**config.mk**
```make
export PLATFORM = sky130hd
export DESIGN_NAME = serial_frame_receiver_crc16_report
export DESIGN_NICKNAME = d
export VERILOG_FILES = /design/src/rtl/sfr_pkg.sv /design/src/rtl/sfr_front.sv /design/src/rtl/sfr_queue.sv /design/src/rtl/sfr_back.sv /design/src/rtl/serial_frame_receiver_crc16_report.sv
export SDC_FILE = /design/constraint.sdc
export NUM_CORES = 1
export LEC_CHECK = 0
export ABC_AREA = 1
export BUFFER_PORTS_ARGS = -buffer_cell sky130_fd_sc_hd__buf_2
export CAP_MARGIN = 20
export CORE_MARGIN = 10
export CORE_UTILIZATION = 23
export DETAILED_ROUTE_END_ITERATION = 6
export SLEW_MARGIN = 0
export SYNTH_ARGS = -nofsm -noshare
export SYNTH_HDL_FRONTEND = slang
export SYNTH_HIERARCHICAL = 1
export SYNTH_SLANG_ARGS = --single-unit
```
**constraint.sdc**
```tcl
create_clock -name clk -period 4.1 [get_ports clk]
set_input_delay 0.82 -clock clk [delete_from_list [all_inputs] [get_ports clk]]
set_output_delay 0.82 -clock clk [all_outputs]
set_load 0.01 [all_outputs]
```
**src/rtl/sfr_pkg.sv**
```systemverilog
// Shared types, constants and the CRC-16 byte update for the frame receiver.
package sfr_pkg;

    // Frame delimiters and report selectors
    localparam logic [7:0]  START_FIRST  = 8'h05;
    localparam logic [7:0]  START_SECOND = 8'h64;
    localparam logic [7:0]  ID_SENSORS   = 8'h01;
    localparam logic [7:0]  ID_RELAYS    = 8'h02;

    // CRC-16, polynomial 3D65h, MSB first
    localparam logic [15:0] CRC_POLY     = 16'h3D65;
    localparam logic [15:0] CRC_TOP      = 16'h8000;

    // Report content byte positions, byte count limit, header length
    localparam logic [8:0]  IDX_ID       = 9'd4;
    localparam logic [8:0]  IDX_VALUE    = 9'd6;
    localparam logic [8:0]  COUNT_MAX    = 9'd511;
    localparam logic [8:0]  HEADER_LEN   = 9'd4;

    // Report kinds
    localparam logic        KIND_SENSOR  = 1'b0;
    localparam logic        KIND_RELAY   = 1'b1;

    localparam logic [7:0]  MASK_ALL     = 8'hFF;

    typedef enum logic [2:0] {
        PH_START1,
        PH_START2,
        PH_SIZE,
        PH_CONTROL,
        PH_DATA,
        PH_CRC1,
        PH_CRC2
    } phase_t;

    // One queued report request
    typedef struct packed {
        logic       kind;
        logic [7:0] value;
    } report_t;

    // Feed one byte into the running CRC, eight shift steps
    function automatic logic [15:0] crc_feed(input logic [15:0] crc, input logic [7:0] b);
        logic [15:0] c;
        c = crc ^ {b, 8'h00};
        for (int k = 0; k < 8; k++)
        begin
            if ((c & CRC_TOP) != 16'h0000)
                c = {c[14:0], 1'b0} ^ CRC_POLY;
            else
                c = {c[14:0], 1'b0};
        end
        return c;
    endfunction

endpackage

```
**src/rtl/sfr_front.sv**
```systemverilog
// Front end: frame parser with running CRC check; queues reports of good frames.
module sfr_front
(
    input  logic            clk,
    input  logic            rst_n,
    input  logic [7:0]      rx_byte,
    input  logic            in_valid,
    output logic            in_stall,
    input  logic            q_full,
    output logic            push,
    output sfr_pkg::report_t push_data
);
    import sfr_pkg::*;

    phase_t      phase_reg, phase_next;
    logic [8:0]  frame_end_reg, frame_end_next;
    logic [8:0]  byte_count_reg, byte_count_next;
    logic [15:0] crc_reg, crc_next;
    logic [7:0]  crc_high_reg, crc_high_next;
    logic [7:0]  frame_id_reg, frame_id_next;
    logic [7:0]  frame_value_reg, frame_value_next;

    logic        accept;
    logic        take;
    logic        crc_good;
    logic [8:0]  bc_base;
    logic [8:0]  bc_inc;
    logic [15:0] crc_in;
    logic [7:0]  crc_byte;
    logic [15:0] crc_calc;

    // Hold the line while the queue has no room
    assign in_stall = q_full;
    assign accept   = in_valid && !in_stall;

    // Byte index and CRC input; a new frame restarts both
    assign bc_base  = (phase_reg == PH_START1) ? 9'd0 : byte_count_reg;
    assign bc_inc   = (bc_base < COUNT_MAX) ? bc_base + 9'd1 : bc_base;
    assign crc_in   = (phase_reg == PH_START1) ? 16'h0000 : crc_reg;
    assign crc_byte = (phase_reg == PH_CRC1 || phase_reg == PH_CRC2) ? 8'h00 : rx_byte;
    assign crc_calc = crc_feed(crc_in, crc_byte);
    assign crc_good = (crc_calc == {crc_high_reg, rx_byte});

    // Next phase
    always_comb
    begin
        phase_next = phase_reg;
        if (accept)
        begin
            unique case (phase_reg)
                PH_START1:
                begin
                    if (rx_byte == START_FIRST)
                        phase_next = PH_START2;
                end
                PH_START2:
                begin
                    if (rx_byte == START_SECOND)
                        phase_next = PH_SIZE;
                    else
                        phase_next = PH_START1;
                end
                PH_SIZE:    phase_next = PH_CONTROL;
                PH_CONTROL: phase_next = PH_DATA;
                PH_DATA:
                begin
                    if (bc_inc >= frame_end_reg)
                        phase_next = PH_CRC1;
                end
                PH_CRC1:    phase_next = PH_CRC2;
                PH_CRC2:    phase_next = PH_START1;
                default:    phase_next = PH_START1;
            endcase
        end
    end

    // Decide whether this beat belongs to the frame
    always_comb
    begin
        unique case (phase_reg)
            PH_START1: take = (rx_byte == START_FIRST);
            PH_START2: take = (rx_byte == START_SECOND);
            default:   take = 1'b1;
        endcase
    end

    // Datapath updates and report push
    always_comb
    begin
        byte_count_next  = byte_count_reg;
        crc_next         = crc_reg;
        frame_end_next   = frame_end_reg;
        crc_high_next    = crc_high_reg;
        frame_id_next    = frame_id_reg;
        frame_value_next = frame_value_reg;
        push             = 1'b0;
        if (accept && take)
        begin
            byte_count_next = bc_inc;
            crc_next        = crc_calc;
            if (bc_base == IDX_ID)
                frame_id_next = rx_byte;
            if (bc_base == IDX_VALUE)
                frame_value_next = rx_byte;
            if (phase_reg == PH_SIZE)
                frame_end_next = {1'b0, rx_byte} + HEADER_LEN;
            if (phase_reg == PH_CRC1)
                crc_high_next = rx_byte;
            if (phase_reg == PH_CRC2 && crc_good &&
                (frame_id_next == ID_SENSORS || frame_id_next == ID_RELAYS))
                push = 1'b1;
        end
        push_data.kind  = (frame_id_next == ID_RELAYS) ? KIND_RELAY : KIND_SENSOR;
        push_data.value = frame_value_next;
    end

    // Parser registers
    always_ff @(posedge clk or negedge rst_n)
    begin
        if (!rst_n)
        begin
            phase_reg       <= PH_START1;
            frame_end_reg   <= 9'd0;
            byte_count_reg  <= 9'd0;
            crc_reg         <= 16'h0000;
            crc_high_reg    <= 8'h00;
            frame_id_reg    <= 8'h00;
            frame_value_reg <= 8'h00;
        end
        else
        begin
            phase_reg       <= phase_next;
            frame_end_reg   <= frame_end_next;
            byte_count_reg  <= byte_count_next;
            crc_reg         <= crc_next;
            crc_high_reg    <= crc_high_next;
            frame_id_reg    <= frame_id_next;
            frame_value_reg <= frame_value_next;
        end
    end

endmodule

```
**src/rtl/sfr_queue.sv**
```systemverilog
// Small FIFO of report requests between the parser and the report stage.
module sfr_queue
#(
    parameter int DEPTH = 2
)
(
    input  logic             clk,
    input  logic             rst_n,
    input  logic             push,
    input  sfr_pkg::report_t push_data,
    output logic             full,
    output logic             pop_valid,
    output sfr_pkg::report_t pop_data,
    input  logic             pop
);
    import sfr_pkg::*;

    localparam int AW = (DEPTH > 1) ? $clog2(DEPTH) : 1;
    localparam int CW = $clog2(DEPTH + 1);

    report_t        entries [DEPTH];
    logic [AW-1:0]  wr_ptr_reg, wr_ptr_next;
    logic [AW-1:0]  rd_ptr_reg, rd_ptr_next;
    logic [CW-1:0]  count_reg, count_next;
    logic           do_push;
    logic           do_pop;

    assign full      = (count_reg == CW'(DEPTH));
    assign pop_valid = (count_reg != '0);
    assign pop_data  = entries[rd_ptr_reg];
    assign do_push   = push && !full;
    assign do_pop    = pop && pop_valid;

    // Advance pointers with wrap and track fill level
    always_comb
    begin
        wr_ptr_next = wr_ptr_reg;
        rd_ptr_next = rd_ptr_reg;
        count_next  = count_reg;
        if (do_push)
            wr_ptr_next = (wr_ptr_reg == AW'(DEPTH - 1)) ? '0 : wr_ptr_reg + AW'(1);
        if (do_pop)
            rd_ptr_next = (rd_ptr_reg == AW'(DEPTH - 1)) ? '0 : rd_ptr_reg + AW'(1);
        if (do_push && !do_pop)
            count_next = count_reg + CW'(1);
        else if (do_pop && !do_push)
            count_next = count_reg - CW'(1);
    end

    // Control registers
    always_ff @(posedge clk or negedge rst_n)
    begin
        if (!rst_n)
        begin
            wr_ptr_reg <= '0;
            rd_ptr_reg <= '0;
            count_reg  <= '0;
        end
        else
        begin
            wr_ptr_reg <= wr_ptr_next;
            rd_ptr_reg <= rd_ptr_next;
            count_reg  <= count_next;
        end
    end

    // Entry storage
    always_ff @(posedge clk)
    begin
        if (do_push)
            entries[wr_ptr_reg] <= push_data;
    end

endmodule

```
**src/rtl/sfr_back.sv**
```systemverilog
// Back end: builds the change mask, keeps sensor history, drives the output register.
module sfr_back
(
    input  logic             clk,
    input  logic             rst_n,
    input  logic             q_valid,
    input  sfr_pkg::report_t q_data,
    output logic             q_pop,
    output logic             out_valid,
    input  logic             out_stall,
    output logic             report_kind,
    output logic [7:0]       state_value,
    output logic [7:0]       changed_mask
);
    import sfr_pkg::*;

    logic       out_valid_reg, out_valid_next;
    logic       kind_reg, kind_next;
    logic [7:0] value_reg, value_next;
    logic [7:0] mask_reg, mask_next;
    logic [7:0] last_sensors_reg, last_sensors_next;
    logic       first_report_reg, first_report_next;

    // Take a request whenever the output register is free or draining
    assign q_pop = q_valid && (!out_valid_reg || !out_stall);

    // Build the next beat and update sensor history
    always_comb
    begin
        out_valid_next    = out_valid_reg && out_stall;
        kind_next         = kind_reg;
        value_next        = value_reg;
        mask_next         = mask_reg;
        last_sensors_next = last_sensors_reg;
        first_report_next = first_report_reg;
        if (q_pop)
        begin
            out_valid_next = 1'b1;
            kind_next      = q_data.kind;
            value_next     = q_data.value;
            if (q_data.kind == KIND_SENSOR)
            begin
                mask_next         = first_report_reg ? MASK_ALL
                                                     : (last_sensors_reg ^ q_data.value);
                last_sensors_next = q_data.value;
                first_report_next = 1'b0;
            end
            else
            begin
                mask_next = MASK_ALL;
            end
        end
    end

    // Control and history registers
    always_ff @(posedge clk or negedge rst_n)
    begin
        if (!rst_n)
        begin
            out_valid_reg    <= 1'b0;
            last_sensors_reg <= 8'h00;
            first_report_reg <= 1'b1;
        end
        else
        begin
            out_valid_reg    <= out_valid_next;
            last_sensors_reg <= last_sensors_next;
            first_report_reg <= first_report_next;
        end
    end

    // Output payload registers
    always_ff @(posedge clk)
    begin
        kind_reg  <= kind_next;
        value_reg <= value_next;
        mask_reg  <= mask_next;
    end

    assign out_valid    = out_valid_reg;
    assign report_kind  = kind_reg;
    assign state_value  = value_reg;
    assign changed_mask = mask_reg;

endmodule

```
**src/rtl/serial_frame_receiver_crc16_report.sv**
```systemverilog
// Frame receiver: takes one byte per cycle, hunting for the 05h 64h start pair, then
// size, control, max(size,1) data bytes and two CRC bytes checked against a CRC-16
// (polynomial 3D65h, zero start, augmented). A good frame with id 01h gives a sensor
// report with a mask of changed bits (all ones on the first one); id 02h gives a relay
// report. A byte is taken every cycle; the parser stalls only when QUEUE_DEPTH reports
// wait in the queue behind a stalled output register. After the last CRC byte, a report
// is written into the queue and then into the output register before it appears.
module serial_frame_receiver_crc16_report
#(
    parameter int QUEUE_DEPTH = 2
)
(
    input  logic       clk,
    input  logic       rst_n,
    input  logic [7:0] rx_byte,
    input  logic       in_valid,
    output logic       in_stall,
    output logic       report_kind,
    output logic [7:0] state_value,
    output logic [7:0] changed_mask,
    output logic       out_valid,
    input  logic       out_stall
);
    import sfr_pkg::*;

    logic    q_full;
    logic    q_push;
    report_t q_push_data;
    logic    q_valid;
    report_t q_data;
    logic    q_pop;

    // Parse and check frames
    sfr_front u_front
    (
        .clk       (clk),
        .rst_n     (rst_n),
        .rx_byte   (rx_byte),
        .in_valid  (in_valid),
        .in_stall  (in_stall),
        .q_full    (q_full),
        .push      (q_push),
        .push_data (q_push_data)
    );

    // Buffer report requests
    sfr_queue #(.DEPTH(QUEUE_DEPTH)) u_queue
    (
        .clk       (clk),
        .rst_n     (rst_n),
        .push      (q_push),
        .push_data (q_push_data),
        .full      (q_full),
        .pop_valid (q_valid),
        .pop_data  (q_data),
        .pop       (q_pop)
    );

    // Build and deliver reports
    sfr_back u_back
    (
        .clk          (clk),
        .rst_n        (rst_n),
        .q_valid      (q_valid),
        .q_data       (q_data),
        .q_pop        (q_pop),
        .out_valid    (out_valid),
        .out_stall    (out_stall),
        .report_kind  (report_kind),
        .state_value  (state_value),
        .changed_mask (changed_mask)
    );

endmodule
```
==> summary.md, run 1 <==
| Metric | Value |
|---|---|
| Vias in the first global route | `5435` |
| Routed len/inst | `13.87 um` |
| Net Count, Synth | `899` |
| Rows | `62` |
| H-tree depth | `3` |
| Sink of the worst hold path | `u_back/first_report_reg` |
| FF-to-FF path depth | `27` |
| Total CTS buffers | `9` |
| CP top delay family | `simple AND/OR/NAND/NOR gates` |
| HP Class | `flop to flop` |
| DR pass1 iterations | `7` |
| #FFs+latches synth | `110` |
| Fin crit share | `0.9021` |
| Global route total overflow | `0` |
| Core Box Area | `0.02870 mm2` |
| # IOs | `31` |
| Fin. Hold Viols | `0` |
| Synth Area per Inst | `7.689 um2` |
| Max Freq | `270.4 MHz` |
| Nets | `944` |
| Initial antenna violation count | `0` |
| Starting Density | `0.2336` |
| Final Max Slew Viols | `0` |
| Yosys top cell area share | `0.2762` |
| Yosys cell types | `45` |
| Vias per inst | `4.407` |
| Final setup vio count | `0` |
| Status | `completed` |
| GRT Util Overall | `0.1017` |
| Register Area | `0.002930 mm2` |
| Arrival @ worst endpoint | `3.97 ns` |
| Worst-Margin Slew | `0.9192 ns` |
| Hold path start | `u_back/first_report_reg` |
| R2R Setup Slk | `0.40 ns` |
| Worst Setup Path Type | `flop to flop` |
| Worst path bufs/invs | `5` |
| Clk Latency, worst-skew pair | `0.37 ns` |
| WHS | `0.4764 ns` |
| Die Y | `190.7 um` |
| DR vias | `5755` |
| Post-CTS Setup Bufs | `0` |
| Worst-path maximum fanout | `18` |
| Mapped Area | `0.006705 mm2` |
| Crit path top cell by count | `nor2_1` |
| N_diodes | `0` |
| RSZ-0062 raised after global routing | `no` |
| Multi-input gate area | `0.003339 mm2` |
| Post-synth top cells | `322 x nand2_1, 79 x inv_1, 77 x nand3_1` |
| Drt total wl | `18120 um` |
| Setup crit start kind | `flop` |
| First-pass GRT wire length | `29410 um` |
| DRC viols | `0` |
| Area Growth Syn to Fin | `15.45%` |
| Share of cells above drive strength 1 | `0.1573` |
| Area leader, netlist | `dfrtp_1` |
| Largest register FFs | `18` |
| Full die area | `0.03638 mm2` |
| IO Port Bufs | `30` |
| Antenna Nets Post-Route | `0` |
| DR iter-0 viols | `464` |
| GP Congestion | `0.9413` |
| Num Clock Sinks | `110` |
| Worst r2r src | `u_front/phase_reg[0]` |
| Clk root buf | `clkbuf_16` |
| Tmin final | `3.698 ns` |
| Ys Warns | `6` |
| Mapped Cells | `872` |
| Register area share after synthesis | `0.4368` |
| CTS tree | `built` |
| Ys async rst share | `0.6818` |
| CTS max path bufs | `2` |
| Layout fillers | `3166` |
| Kind of capture point of the worst setup path | `flop` |
| Dpl hpwl | `13330 um` |
| Max stage delay on crit path | `0.45 ns` |
| Req. time, crit path | `4.37 ns` |
| Final TNS setup | `0 ns` |
| Die Wd | `190.7 um` |
| Number of synthesized flops with an enable pin | `35` |
| Crit-path slowest cell | `dfrtp_2` |
| Synth area leaders | `dfrtp_1 28%, nand2_1 18%, edfxtp_1 16%, nand3_1 5.7%, o21ai_0 4.7%` |
| Reg2Reg Capture Point | `u_queue/count_reg[1]` |
| Max Cap Violations | `0` |
| CTS clock-pin slew for the worst setup and hold paths | `0.09 ns` |
| Largest net degree at the start of global routing | `65` |
| Top FF cell, synth | `dfrtp_1` |
| Max-slew headroom | `0.3872` |
| Top-count cell post-synth | `nand2_1` |
| Hold Path Stages | `2` |
| Skew final | `0.01087 ns` |
through the flow:
step / instances / util / area [um2] / setup slack, ns
3_5_place_dp: 1290 / 0.2583 / 7415 / 0.09586
3_3_place_gp: 1290 / 0.2583 / 7415 / 0.06153
4_1_cts: 1306 / 0.2692 / 7726 / 0.2701
6_report: 1306 / 0.2697 / 7741 / 0.4016
5_1_grt: 1306 / 0.2697 / 7741 / 0.02516
2_1_floorplan: 872 / - / 6705 / 0.4982
repair_timing:
action | in CTS | in global routing
endpoints found under the setup margin | 0 | 22
hold buffers | 0 | 0
resized for setup | 0 | 4
worst register-to-register path, stage by stage (launching register included):
cell	delay, ns
dfrtp_2	0.45
inv_2	0.15
nand2_4	0.06
inv_1	0.15
nor2_1	0.08
inv_1	0.10
ha_1	0.17
nand4_2	0.16
nor2_4	0.35
nand2_1	0.11
o21ai_0	0.12
nand2_1	0.08
nor2_1	0.11
nand3_1	0.09
nor2_1	0.11
nand3_1	0.08
nor2_1	0.10
nand3_1	0.07
nor2_1	0.13
nand3_1	0.08
nor2_1	0.13
inv_1	0.08
nor2_4	0.12
ha_1	0.26
inv_1	0.08
nand3_1	0.08
nand2_1	0.06
nand2_1	0.04
final cells by class:
type / count / area share
Tap cell: 384 / 0.06207
Timing Repair Buffer: 54 / 0.04509
Clock inverter: 7 / 0.01115
Inverter: 88 / 0.04267
Sequential cell: 110 / 0.3785
Multi-Input combinational cell: 654 / 0.4314
Clock buffer: 9 / 0.02909
placed cells by master (no fill, tap or decap), types with 9 or more instances in the layout:
cell       instances
clkbuf_16          9
inv_1             79
nor2_1            45
nand4_1           12
ha_1              15
edfxtp_1          35
a21oi_1           10
nand2_2           27
nand3_1           77
buf_2             29
o21ai_0           63
buf_4             23
nand2_1          322
xor2_1            16
dfrtp_1           73
logic make-up (layout without fill, tap and decap cells):
logic type	count (synthesis)	after routing	synth area share
AOI/OAI and AO/OA	88	88	0.06867
xor gates and xnor gates	23	23	0.03676
adders and majority gates	15	15	0.02799
and+or+nand+nor	528	528	0.3626
buffers and inverters	108	158	0.06717
DFF	110	110	0.4368
routing by layer:
| layer | track usage | wire length [um] | vias to the layer above |
|---|---|---|---|
| li1 | - | - | 2892 |
| met1 | 0.1430 | 8672 | 2679 |
| met2 | 0.1509 | 7997 | 166 |
| met3 | 0.02103 | 1125 | 18 |
| met4 | 0.03452 | 324 | 0 |
| met5 | 0 | 0 | - |
worst max-delay path by stage:
| stage | startpoint | to | cells after the start |
|---|---|---|---|
| floorplan | u_front/phase_reg[2] | u_queue/entries[1][0] | 25 |
| global placement | rx_byte[4] | u_queue/count_reg[1] | 27 |
| detailed placement | rx_byte[4] | u_queue/count_reg[1] | 27 |
| CTS | u_front/phase_reg[0] | u_queue/count_reg[1] | 28 |
| global route | u_front/phase_reg[0] | u_queue/count_reg[1] | 27 |
| finish | u_front/phase_reg[0] | u_queue/count_reg[1] | 27 |
Power of run 1 is left out: the tool's default activity adds up to more than one toggle a clock period on the data nets, which glitch-free logic cannot reach.
==> run 2, diff against run 1 <==
Clock period 4.1 ns to 4.18 ns, I/O delays scaled along.
==> run 2 against run 1 <==
  * The run now ends with DRC left
  * First-iteration DRC count increased by 9.3%
  * Critical path type unchanged
  * Die area unchanged
  * Clock skew increased by 0.00067 ns
  * Utilization about the same
  * Count of clock-buffer cells in the layout unchanged
  * Largest cell class unchanged
  * Register-to-register slack got worse by 0.03 ns
  * Sequential share of layout area about the same
  * Global-route usage decreased by 0.26 points
  * Via count decreased by 0.73%
  * Routed wire length decreased by 1.9%
  * Sequential cell count unchanged
==> summary.md, run 2 (synthesized netlist as in run 1, its figures left out) <==
| Metric | Value |
|---|---|
| Max Cap Violations | `0` |
| Rows | `62` |
| N_diodes | `0` |
| Starting Density | `0.2336` |
| Antenna Nets Post-Route | `0` |
| Total CTS buffers | `9` |
| Tmin final | `3.808 ns` |
| Crit-path slowest cell | `dfrtp_2` |
| Final TNS setup | `0 ns` |
| Core Box Area | `0.02870 mm2` |
| Drt total wl | `17770 um` |
| CTS max path bufs | `2` |
| Num Clock Sinks | `110` |
| Share of cells above drive strength 1 | `0.1564` |
| Full die area | `0.03638 mm2` |
| Sink of the worst hold path | `u_back/first_report_reg` |
| CTS tree | `built` |
| Area Growth Syn to Fin | `15.43%` |
| DR vias | `5713` |
| Req. time, crit path | `4.45 ns` |
| Clk Latency, worst-skew pair | `0.37 ns` |
| Max-slew headroom | `0.4179` |
| Commonest non-fill, non-tap cell in the layout | `nand2_1` |
| Failing checks | `DRC` |
| GRT Util Overall | `0.09911` |
| Max stage delay on crit path | `0.49 ns` |
| Die Wd | `190.7 um` |
| Reg2Reg Capture Point | `u_queue/count_reg[1]` |
| Setup crit start kind | `flop` |
| Crit path top cell by count | `nand2_1` |
| CTS clock-pin slew for the worst setup and hold paths | `0.09 ns` |
| # IOs | `31` |
| Fin crit share | `0.9109` |
| Final Max Slew Viols | `0` |
| Max Freq | `262.6 MHz` |
| CP top delay family | `simple AND/OR/NAND/NOR gates` |
| Initial antenna violation count | `0` |
| Status | `finished, violations left` |
| H-tree depth | `3` |
| Kind of capture point of the worst setup path | `flop` |
| Hold Path Stages | `2` |
| Vias in the first global route | `5402` |
| DR iter-0 viols | `507` |
| HP Class | `flop to flop` |
| Routed len/inst | `13.61 um` |
| R2R Setup Slk | `0.37 ns` |
| Worst r2r src | `u_front/phase_reg[1]` |
| Most frequent cells in the layout | `322 x nand2_1, 79 x inv_1, 77 x nand3_1` |
| Dpl hpwl | `13110 um` |
| IO Port Bufs | `30` |
| Worst-Margin Slew | `0.8732 ns` |
| Vias per inst | `4.378` |
| First-pass GRT wire length | `28750 um` |
| FF-to-FF path depth | `29` |
| DR pass1 iterations | `7` |
| Fin. Hold Viols | `0` |
| Clk root buf | `clkbuf_16` |
| Nets | `943` |
| RSZ-0062 raised after global routing | `no` |
| Hold path start | `u_back/first_report_reg` |
| Global route total overflow | `0` |
| Worst-path maximum fanout | `22` |
| Worst Setup Path Type | `flop to flop` |
| GP Congestion | `0.9107` |
| DRC viols | `8` |
| Worst path bufs/invs | `5` |
| Largest register FFs | `18` |
| Die Y | `190.7 um` |
| Largest net degree at the start of global routing | `64` |
| Final setup vio count | `0` |
| Arrival @ worst endpoint | `4.08 ns` |
| Skew final | `0.01154 ns` |
## run 2: metal layers
| metal | wire [um] | global-route usage | up-vias |
|---|---|---|---|
| met3 | 1107 | 0.02414 | 22 |
| li1 | - | - | 2896 |
| met2 | 7691 | 0.1488 | 169 |
| met1 | 8648 | 0.1364 | 2626 |
| met5 | 0 | 0 | - |
| met4 | 318 | 0.03150 | 0 |
## run 2: cell type report
| class | instances | area (um2) |
|---|---|---|
| clock buffers | 9 | 225.2 |
| repair buffers | 53 | 350.3 |
| clock inverters | 7 | 88.84 |
| fillers | 3168 | 20960 |
| multi-input cells | 654 | 3334 |
| flip-flops and latches | 110 | 2930 |
| inverters | 88 | 330.3 |
| well taps | 384 | 480.5 |
## run 2: metrics by stage
stage                     cell area, um2  instances  setup WS, ns    util  hold WS (ns)
after global routing                7740       1305       0.01993  0.2697        0.5010
after CTS                           7734       1305        0.3254  0.2694        0.4757
after global placement              7420       1289        0.1913  0.2585        0.4470
final                               7740       1305        0.3724  0.2697        0.4701
after floorplan                     6705        872        0.5782       -        0.4390
after detailed placement            7420       1289        0.2077  0.2585        0.4606
## run 2: worst max path at each step
stage | start | endpoint | slack, ns | depth (start not counted)
6_report | u_front/phase_reg[1] | u_queue/count_reg[1] | 0.37 | 29
5_1_grt | u_front/phase_reg[0] | u_front/phase_reg[2] | 0.02 | 26
4_1_cts | u_front/phase_reg[1] | u_queue/count_reg[1] | 0.33 | 29
3_5_place_dp | rx_byte[4] | u_queue/count_reg[1] | 0.21 | 27
3_3_place_gp | rx_byte[4] | u_queue/count_reg[1] | 0.19 | 27
2_1_floorplan | u_front/phase_reg[2] | u_queue/entries[1][0] | 0.58 | 25
## run 2: repair_timing
item,CTS,global route
resized for setup,0,2
endpoints found under the setup margin,0,4
buffers inserted,0,0
hold buffers,0,0
## run 2: worst min-delay path, delay by kind of cell, from the launching register on
family	cells	cell delay (ns)
and+or+nand+nor	1	0.06
buffers and inverters	1	0.04
DFF	1	0.38
Power of run 2 is left out for the same reason.
